$ cat config.mk
export PLATFORM = sky130hd
export DESIGN_NAME = lru_cache_with_ttl
export DESIGN_NICKNAME = d
export VERILOG_FILES = /design/src/hdl/lru_pkg.sv /design/src/hdl/lru_datapath.sv /design/src/hdl/lru_control.sv /design/src/hdl/lru_cache_with_ttl.sv
export SDC_FILE = /design/constraint.sdc
export NUM_CORES = 2
export LEC_CHECK = 0
export BUFFER_PORTS_ARGS = -buffer_cell sky130_fd_sc_hd__buf_2
export CAP_MARGIN = 0
export CORE_ASPECT_RATIO = 0.5
export CORE_UTILIZATION = 63
export CTS_CLUSTER_SIZE = 12
export DETAILED_ROUTE_END_ITERATION = 8
export MAX_ROUTING_LAYER = met4
export PLACE_DENSITY = 0.8
export SLEW_MARGIN = 40
export SYNTH_ARGS = -nofsm -noshare
export SYNTH_HDL_FRONTEND = slang
export SYNTH_SLANG_ARGS = --single-unit
$ cat constraint.sdc
create_clock -name clk -period 16.5 [get_ports clk]
set_input_delay 0 -clock clk [delete_from_list [all_inputs] [get_ports clk]]
set_output_delay 0 -clock clk [all_outputs]
set_load 0.05 [all_outputs]
$ cat src/hdl/lru_pkg.sv
// shared constants and types for the lru cache with expiry
`timescale 1ns / 1ps
package lru_pkg;
    localparam int ENTRIES    = 16;
    localparam int IDX_BITS   = $clog2(ENTRIES);
    localparam int CNT_BITS   = $clog2(ENTRIES + 1);
    localparam int KEY_BITS   = 64;
    localparam int VALUE_BITS = 64;
    localparam int TIME_BITS  = 32;
    localparam int CAP_BITS   = 5;
    localparam int TTL_BITS   = 16;
    localparam int CFG_BITS   = 64;

    localparam logic [1:0] OP_SET    = 2'd0;
    localparam logic [1:0] OP_GET    = 2'd1;
    localparam logic [1:0] OP_DEL    = 2'd2;
    localparam logic [1:0] OP_UNUSED = 2'd3;

    localparam logic CFG_CAPACITY = 1'b0;
    localparam logic CFG_TTL      = 1'b1;

    typedef struct packed {
        logic load;
        logic drop_hit;
        logic drop_victim;
        logic refresh;
        logic insert;
        logic respond;
    } lru_cmd_t;

    typedef struct packed {
        logic [1:0] op;
        logic       key_zero;
        logic       hit;
        logic       live_set;
        logic       live_get;
        logic       full;
        logic       any_valid;
        logic       has_free;
    } lru_status_t;
endpackage

$ cat src/hdl/lru_datapath.sv
// entry storage, parallel match, recency ranks and result registers
`timescale 1ns / 1ps
module lru_datapath
(
    input  logic                            clk,
    input  logic                            rst_n,
    input  lru_pkg::lru_cmd_t               cmd,
    output lru_pkg::lru_status_t            status,
    input  logic [1:0]                      operation,
    input  logic [lru_pkg::KEY_BITS-1:0]    key,
    input  logic [lru_pkg::VALUE_BITS-1:0]  value,
    input  logic [lru_pkg::TIME_BITS-1:0]   now,
    input  logic [lru_pkg::CAP_BITS-1:0]    capacity,
    input  logic [lru_pkg::TTL_BITS-1:0]    time_to_live,
    output logic                            ok,
    output logic [lru_pkg::VALUE_BITS-1:0]  read_value
);
    import lru_pkg::*;

    logic [ENTRIES-1:0]     valid_reg;
    logic [KEY_BITS-1:0]    ekey_reg   [ENTRIES];
    logic [VALUE_BITS-1:0]  edata_reg  [ENTRIES];
    logic [TIME_BITS-1:0]   eexp_reg   [ENTRIES];
    logic [IDX_BITS-1:0]    rank_reg   [ENTRIES];
    logic [CNT_BITS-1:0]    count_reg;
    logic [1:0]             op_reg;
    logic [KEY_BITS-1:0]    key_reg;
    logic [VALUE_BITS-1:0]  val_reg;
    logic [TIME_BITS-1:0]   now_reg;
    logic [TIME_BITS-1:0]   exp_reg;
    logic [TIME_BITS:0]     exp_sum;

    logic [ENTRIES-1:0]     match;
    logic                   hit;
    logic [IDX_BITS-1:0]    hit_idx;
    logic [IDX_BITS-1:0]    victim_idx;
    logic [IDX_BITS-1:0]    free_idx;
    logic                   has_free;
    logic [CNT_BITS-1:0]    cap_eff;
    logic [IDX_BITS-1:0]    sel_idx;

    assign exp_sum = {1'b0, now} + {{(TIME_BITS + 1 - TTL_BITS){1'b0}}, time_to_live};

    always_comb
    begin
        hit = 1'b0;
        hit_idx = '0;
        victim_idx = '0;
        free_idx = '0;
        has_free = 1'b0;
        for (int i = ENTRIES - 1; i >= 0; i--)
        begin
            match[i] = valid_reg[i] && (ekey_reg[i] == key_reg);
            if (match[i])
            begin
                hit = 1'b1;
                hit_idx = IDX_BITS'(i);
            end
            if (!valid_reg[i])
            begin
                has_free = 1'b1;
                free_idx = IDX_BITS'(i);
            end
            // largest rank is the least recent, ranks are unique among valid
            if (valid_reg[i] && rank_reg[i] == IDX_BITS'(count_reg - 1'b1))
                victim_idx = IDX_BITS'(i);
        end
        if (capacity == '0)
            cap_eff = CNT_BITS'(1);
        else if (32'(capacity) > ENTRIES)
            cap_eff = CNT_BITS'(ENTRIES);
        else
            cap_eff = CNT_BITS'(capacity);
    end

    assign status.op        = op_reg;
    assign status.key_zero  = (key_reg == '0);
    assign status.hit       = hit;
    assign status.live_set  = now_reg <= eexp_reg[hit_idx];
    assign status.live_get  = now_reg < eexp_reg[hit_idx];
    assign status.full      = count_reg >= cap_eff;
    assign status.any_valid = |valid_reg;
    assign status.has_free  = has_free;

    assign sel_idx = cmd.drop_victim ? victim_idx : hit_idx;

    always_ff @(posedge clk or negedge rst_n)
    begin
        if (!rst_n)
        begin
            valid_reg <= '0;
            count_reg <= '0;
            ok <= 1'b0;
            read_value <= '0;
            for (int i = 0; i < ENTRIES; i++)
                rank_reg[i] <= '0;
        end
        else
        begin
            if (cmd.load)
            begin
                op_reg  <= operation;
                key_reg <= key;
                val_reg <= value;
                now_reg <= now;
                exp_reg <= exp_sum[TIME_BITS] ? '1 : exp_sum[TIME_BITS-1:0];
            end
            if (cmd.drop_hit || cmd.drop_victim)
            begin
                valid_reg[sel_idx] <= 1'b0;
                for (int j = 0; j < ENTRIES; j++)
                    if (valid_reg[j] && rank_reg[j] > rank_reg[sel_idx])
                        rank_reg[j] <= rank_reg[j] - 1'b1;
                if (count_reg != '0)
                    count_reg <= count_reg - 1'b1;
            end
            if (cmd.refresh)
            begin
                for (int j = 0; j < ENTRIES; j++)
                    if (valid_reg[j] && rank_reg[j] < rank_reg[hit_idx])
                        rank_reg[j] <= rank_reg[j] + 1'b1;
                rank_reg[hit_idx] <= '0;
                if (op_reg == OP_SET)
                begin
                    edata_reg[hit_idx] <= val_reg;
                    eexp_reg[hit_idx]  <= exp_reg;
                end
            end
            if (cmd.insert && has_free)
            begin
                for (int j = 0; j < ENTRIES; j++)
                    if (valid_reg[j])
                        rank_reg[j] <= rank_reg[j] + 1'b1;
                valid_reg[free_idx] <= 1'b1;
                ekey_reg[free_idx]  <= key_reg;
                edata_reg[free_idx] <= val_reg;
                eexp_reg[free_idx]  <= exp_reg;
                rank_reg[free_idx]  <= '0;
                count_reg <= count_reg + 1'b1;
            end
            if (cmd.respond)
            begin
                unique case (op_reg)
                    OP_SET:
                    begin
                        ok <= !status.key_zero;
                        read_value <= '0;
                    end
                    OP_GET:
                    begin
                        ok <= hit && status.live_get;
                        read_value <= (hit && status.live_get) ? edata_reg[hit_idx] : '0;
                    end
                    OP_DEL:
                    begin
                        ok <= hit;
                        read_value <= '0;
                    end
                    default:
                    begin
                        ok <= 1'b0;
                        read_value <= '0;
                    end
                endcase
            end
        end
    end
endmodule

$ cat src/hdl/lru_control.sv
// request sequencer for the lru cache
`timescale 1ns / 1ps
module lru_control
(
    input  logic                 clk,
    input  logic                 rst_n,
    input  logic                 start,
    output logic                 busy,
    output logic                 done,
    output lru_pkg::lru_cmd_t    cmd,
    input  lru_pkg::lru_status_t status
);
    import lru_pkg::*;

    typedef enum logic [2:0] {S_IDLE, S_DROP, S_EVICT, S_INSERT, S_DONE} state_t;
    state_t state_reg;

    always_comb
    begin
        cmd = '0;
        cmd.load = (state_reg == S_IDLE) && start;
        unique case (state_reg)
            S_IDLE: ;
            S_DROP:
            begin
                cmd.respond = 1'b1;
                if (status.op == OP_SET && !status.key_zero)
                begin
                    if (status.hit && status.live_set)
                        cmd.refresh = 1'b1;
                    else if (status.hit)
                        cmd.drop_hit = 1'b1;
                end
                else if (status.op == OP_GET && status.hit)
                begin
                    if (status.live_get)
                        cmd.refresh = 1'b1;
                    else
                        cmd.drop_hit = 1'b1;
                end
                else if (status.op == OP_DEL && status.hit)
                    cmd.drop_hit = 1'b1;
            end
            S_EVICT:  cmd.drop_victim = status.full && status.any_valid;
            S_INSERT: cmd.insert = 1'b1;
            S_DONE: ;
            default: ;
        endcase
    end

    always_ff @(posedge clk or negedge rst_n)
    begin
        if (!rst_n)
        begin
            state_reg <= S_IDLE;
            busy <= 1'b0;
            done <= 1'b0;
        end
        else
        begin
            done <= 1'b0;
            unique case (state_reg)
                S_IDLE:
                    if (start)
                    begin
                        state_reg <= S_DROP;
                        busy <= 1'b1;
                    end
                S_DROP:
                    if (status.op == OP_SET && !status.key_zero
                        && !(status.hit && status.live_set))
                        state_reg <= S_EVICT;
                    else
                        state_reg <= S_DONE;
                S_EVICT:  state_reg <= S_INSERT;
                S_INSERT: state_reg <= S_DONE;
                S_DONE:
                begin
                    state_reg <= S_IDLE;
                    busy <= 1'b0;
                    done <= 1'b1;
                end
                default:  state_reg <= S_IDLE;
            endcase
        end
    end
endmodule

$ cat src/hdl/lru_cache_with_ttl.sv
// top level of the lru key-value cache with expiry
// a request steps from idle to drop, then through evict and insert for an inserting set, then to done
// a new request is taken only back in idle, after the last one has finished
// done strobes one cycle with ok and read_value; the receiver cannot stall
// reset clears all valid bits, ranks and the live count at once, no clearing pass
`timescale 1ns / 1ps
module lru_cache_with_ttl
(
    input  logic                            clk,
    input  logic                            rst_n,
    input  logic                            start,
    output logic                            busy,
    input  logic [1:0]                      operation,
    input  logic [lru_pkg::KEY_BITS-1:0]    key,
    input  logic [lru_pkg::VALUE_BITS-1:0]  value,
    input  logic [lru_pkg::TIME_BITS-1:0]   now,
    output logic                            done,
    output logic                            ok,
    output logic [lru_pkg::VALUE_BITS-1:0]  read_value,
    input  logic                            cfg_valid,
    output logic                            cfg_ready,
    input  logic                            cfg_index,
    input  logic [lru_pkg::CFG_BITS-1:0]    cfg_data
);
    import lru_pkg::*;

    logic [CAP_BITS-1:0] capacity_reg;
    logic [TTL_BITS-1:0] ttl_reg;
    lru_cmd_t            cmd;
    lru_status_t         status;

    assign cfg_ready = 1'b1;

    always_ff @(posedge clk or negedge rst_n)
    begin
        if (!rst_n)
        begin
            capacity_reg <= CAP_BITS'(16);
            ttl_reg <= TTL_BITS'(60);
        end
        else if (cfg_valid)
        begin
            unique case (cfg_index)
                CFG_CAPACITY: capacity_reg <= cfg_data[CAP_BITS-1:0];
                CFG_TTL:      ttl_reg <= cfg_data[TTL_BITS-1:0];
                default: ;
            endcase
        end
    end

    lru_control u_control
    (
        .clk(clk), .rst_n(rst_n), .start(start), .busy(busy), .done(done),
        .cmd(cmd), .status(status)
    );

    lru_datapath u_datapath
    (
        .clk(clk), .rst_n(rst_n), .cmd(cmd), .status(status),
        .operation(operation), .key(key), .value(value), .now(now),
        .capacity(capacity_reg), .time_to_live(ttl_reg),
        .ok(ok), .read_value(read_value)
    );
endmodule

==> flow_summary.yaml <==
outcome:
  status: "finished clean"
routing:
  dr.pass1.iters: 8
  via_count: 92757
  drtIter0Drc: 13999
  drc_errors: 0
  vias_per_cell: 6.738
  drt-total-wl_um: 404400
  wl_per_cell_um: 29.38
  ant_nets: 0
critical_path:
  endpoint: "u_datapath.edata_reg[15][33]"
  arrival_ps: 12410
  cpMostUsedCell: "nand4_1"
  worstReg2RegStart: "u_datapath.key_reg[37]"
  timing.rr.end: "u_datapath.edata_reg[15][33]"
  critPathMaxStageDelay_ps: 920
  cp.depth: 32
  crit_type: "reg2reg"
  cp_top_family: "simple AND/OR/NAND/NOR gates"
  crit_path_start_kind: "flip-flop"
  r2r_setup_slack_ps: 4550
  cp-end-kind: "flip-flop"
  crit_start: "u_datapath.key_reg[37]"
  r2r_cells: 32
  cp_num_buf_inv: 5
  slowest_stage: "edfxtp_1"
  crit_fanout: 144
  worst_ep_required_time_ps: 16960
clocking:
  insertion_delay_ps: 880
  path_clk_slew_ps: 60
  clkSinkCount: 2930
  ctsResizeCount: 0
  cts_tree: "built"
  cts_made_buffers: 288
  clock-root-buffer: "clkbuf_16"
  htreeDepth: 5
  clock_path_buffers: 4
  cts_setup_buffers: 0
synthesis:
  yosys.area_share.simple_pct: 14.68
  synth_compound_area_share_pct: 6.823
  yosys_warnings: 0
  synthAdderAreaFrac_pct: 1.922
  synthesis.instances: 10179
  synth.most_common_cell: "edfxtp_1"
  synth.area.top_cells: "edfxtp_1 (63%), xnor2_1 (4.5%), nand2_1 (4.2%)"
  ys_types: 104
  synth.net_count: 10611
  synthArstFlopShare_pct: 6.007
  yosysTopAreaCell: "edfxtp_1"
  synth-seq-cells: 2930
  synthesis.area_mm2: 0.1313
  synth_edf_count: 2754
  syn_area_per_cell_um2: 12.90
  synth-xor-area-share_pct: 5.839
  ys_top_cells_by_count: "edfxtp_1 (2754), nand2_1 (1468), xnor2_1 (680)"
  yosys.area.top_type_share_pct: 63.00
  ys_seq_area_share_pct: 66.36
  synth_top_family_by_area: "simple AND/OR/NAND/NOR gates"
  synth.mux.area_fraction_pct: 2.270
  synthFlopType: "edfxtp_1"
global_routing:
  grt_max_degree: 145
  grt_overflow: 0
  grt_util_all_layers_pct: 39.10
  antenna_found_initial: 17
  grt_pass1_vias: 90397
  grt_pass1_wl_um: 587400
die:
  dieWidth_um: 647.5
  start_util_pct: 63.41
  coreArea_mm2: 0.2070
  die_y_um: 324.8
  rows: 118
  io_pins: 299
  die-area_mm2: 0.2103
timing:
  slew_headroom_pct: 36.55
  fin_hold_ws_ps: 46.60
  hold_viol: 0
  slew_viol_final: 0
  finalCritPeriodShare_pct: 72.43
  finClkSkew_ps: 56.78
  finalCriticalPeriod_ps: 11950
  final.setup.tns_ps: 0
  fmax_mhz: 83.67
  grt_setup_unrepaired: "no"
  worst-slew-pin-transition_ps: 943.0
  finalSetupViolations: 0
  setup_slack_ps: 4549
pwr:
  peakVddDrop_v: 0.0001034
  leakage_nw: 50.60
  total_power_mw: 16.99
  power.density_mw_per_mm2: 113.9
final_layout:
  syn2layout_area_growth_pct: 13.58
  final_area_mm2: 0.1491
  finalNetCount: 11251
  final_layout_size_suffix_gt1_share_pct: 8.963
placement:
  post-place-ws_ps: 4524
  dp_hpwl_um: 227400
  dpl_cell_area_mm2: 0.1368
  place.gp.congestion: 1.017
  io_buffer_count: 249
worst_hold_path:
  hold_path_depth: 2
  hp-class: "in2reg"
run:
  cap_viol_max_count: 0
[placed cells by master (no fill, tap or decap), types with 61 or more instances in the layout]
cell type         n
buf_2           249
nand2_1        1468
o21ai_0         231
o221ai_1         65
clkbuf_1        147
nor2_1          190
and3_1          250
nor2b_1          86
nand4_1         419
a21oi_1         407
nor4_1          163
nand2b_1        450
ha_1            200
clkbuf_16       297
xnor2_1         679
a31oi_1          71
xor2_1          189
and2_1           61
nor3_1          126
nand3_1         375
edfxtp_1       2754
buf_4           195
a211oi_1         61
dfrtp_1         171
o22ai_1          70
inv_1           179
mux2i_1         256
dlygate4sd3_1   373
[metal layers]
metal / vias to the layer above / global-route usage (%) / part of all wire, %
li1: 39241 / - / -
met1: 45273 / 51.68 / 37
met2: 6864 / 58.73 / 46
met3: 1379 / 7.279 / 12
met4: 0 / 19.58 / 5.8
met5: - / - / 0
[worst min path at each step]
| stage | to | start | slack [ps] |
|---|---|---|---|
| floorplan | capacity_reg[0] | rst_n | -300 |
| global placement | u_datapath.rank_reg[25] | rst_n | -90 |
| detailed placement | u_datapath.rank_reg[25] | rst_n | -100 |
| CTS | u_datapath.now_reg[17] | now[17] | 3 |
| global route | u_datapath.now_reg[22] | now[22] | 20 |
| finish | u_datapath.now_reg[19] | now[19] | 50 |
[report_power, final]
part           total [mW]  internal [mW]  switching, mW
Sequential           8.68           8.46          0.224
Combinational        2.21          0.708           1.50
Clock                6.10           3.34           2.76
Total                17.0           12.5           4.48
[final cells by class]
type,count,area [um^2]
diodes,16,40.04
flip-flops and latches,2930,87110
clock inverters,15,160.2
fillers,13130,57910
inverters,181,679.4
multi-input cells,6532,42000
well taps,2760,3453
repair buffers,886,7630
clock buffers,446,8011
[logic make-up after synthesis]
family | Yosys count
buffers and inverters | 717
other | 1
multiplexers | 293
AO/OA/AOI/OAI | 1356
AND/OR/NAND/NOR | 3809
flip-flops | 2930
adder cells (fa/ha/maj) | 201
XOR/XNOR | 872
[worst reg2reg max path, delay by kind of cell, from the launching register on]
family,cells,cell delay (ps)
AO/OA/AOI/OAI,8,2290
XOR/XNOR,1,240
adder cells (fa/ha/maj),1,450
buffers and inverters,5,2440
flip-flops,1,920
AND/OR/NAND/NOR,17,5160
[stage by stage]
step | std cells | utilization [%]
3_5_place_dp | 12905 | 66.09
3_3_place_gp | 12897 | 65.93
2_1_floorplan | 10179 | -
6_report | 13766 | 72.02
5_1_grt | 13759 | 72.02
4_1_cts | 13740 | 71.85
[timing repair]
item	4_1_cts	5_1_grt
hold endpoints to repair	345	0
endpoints found under the setup margin	0	0
hold buffers	374	0
Power figures use the tool's default switching activity.
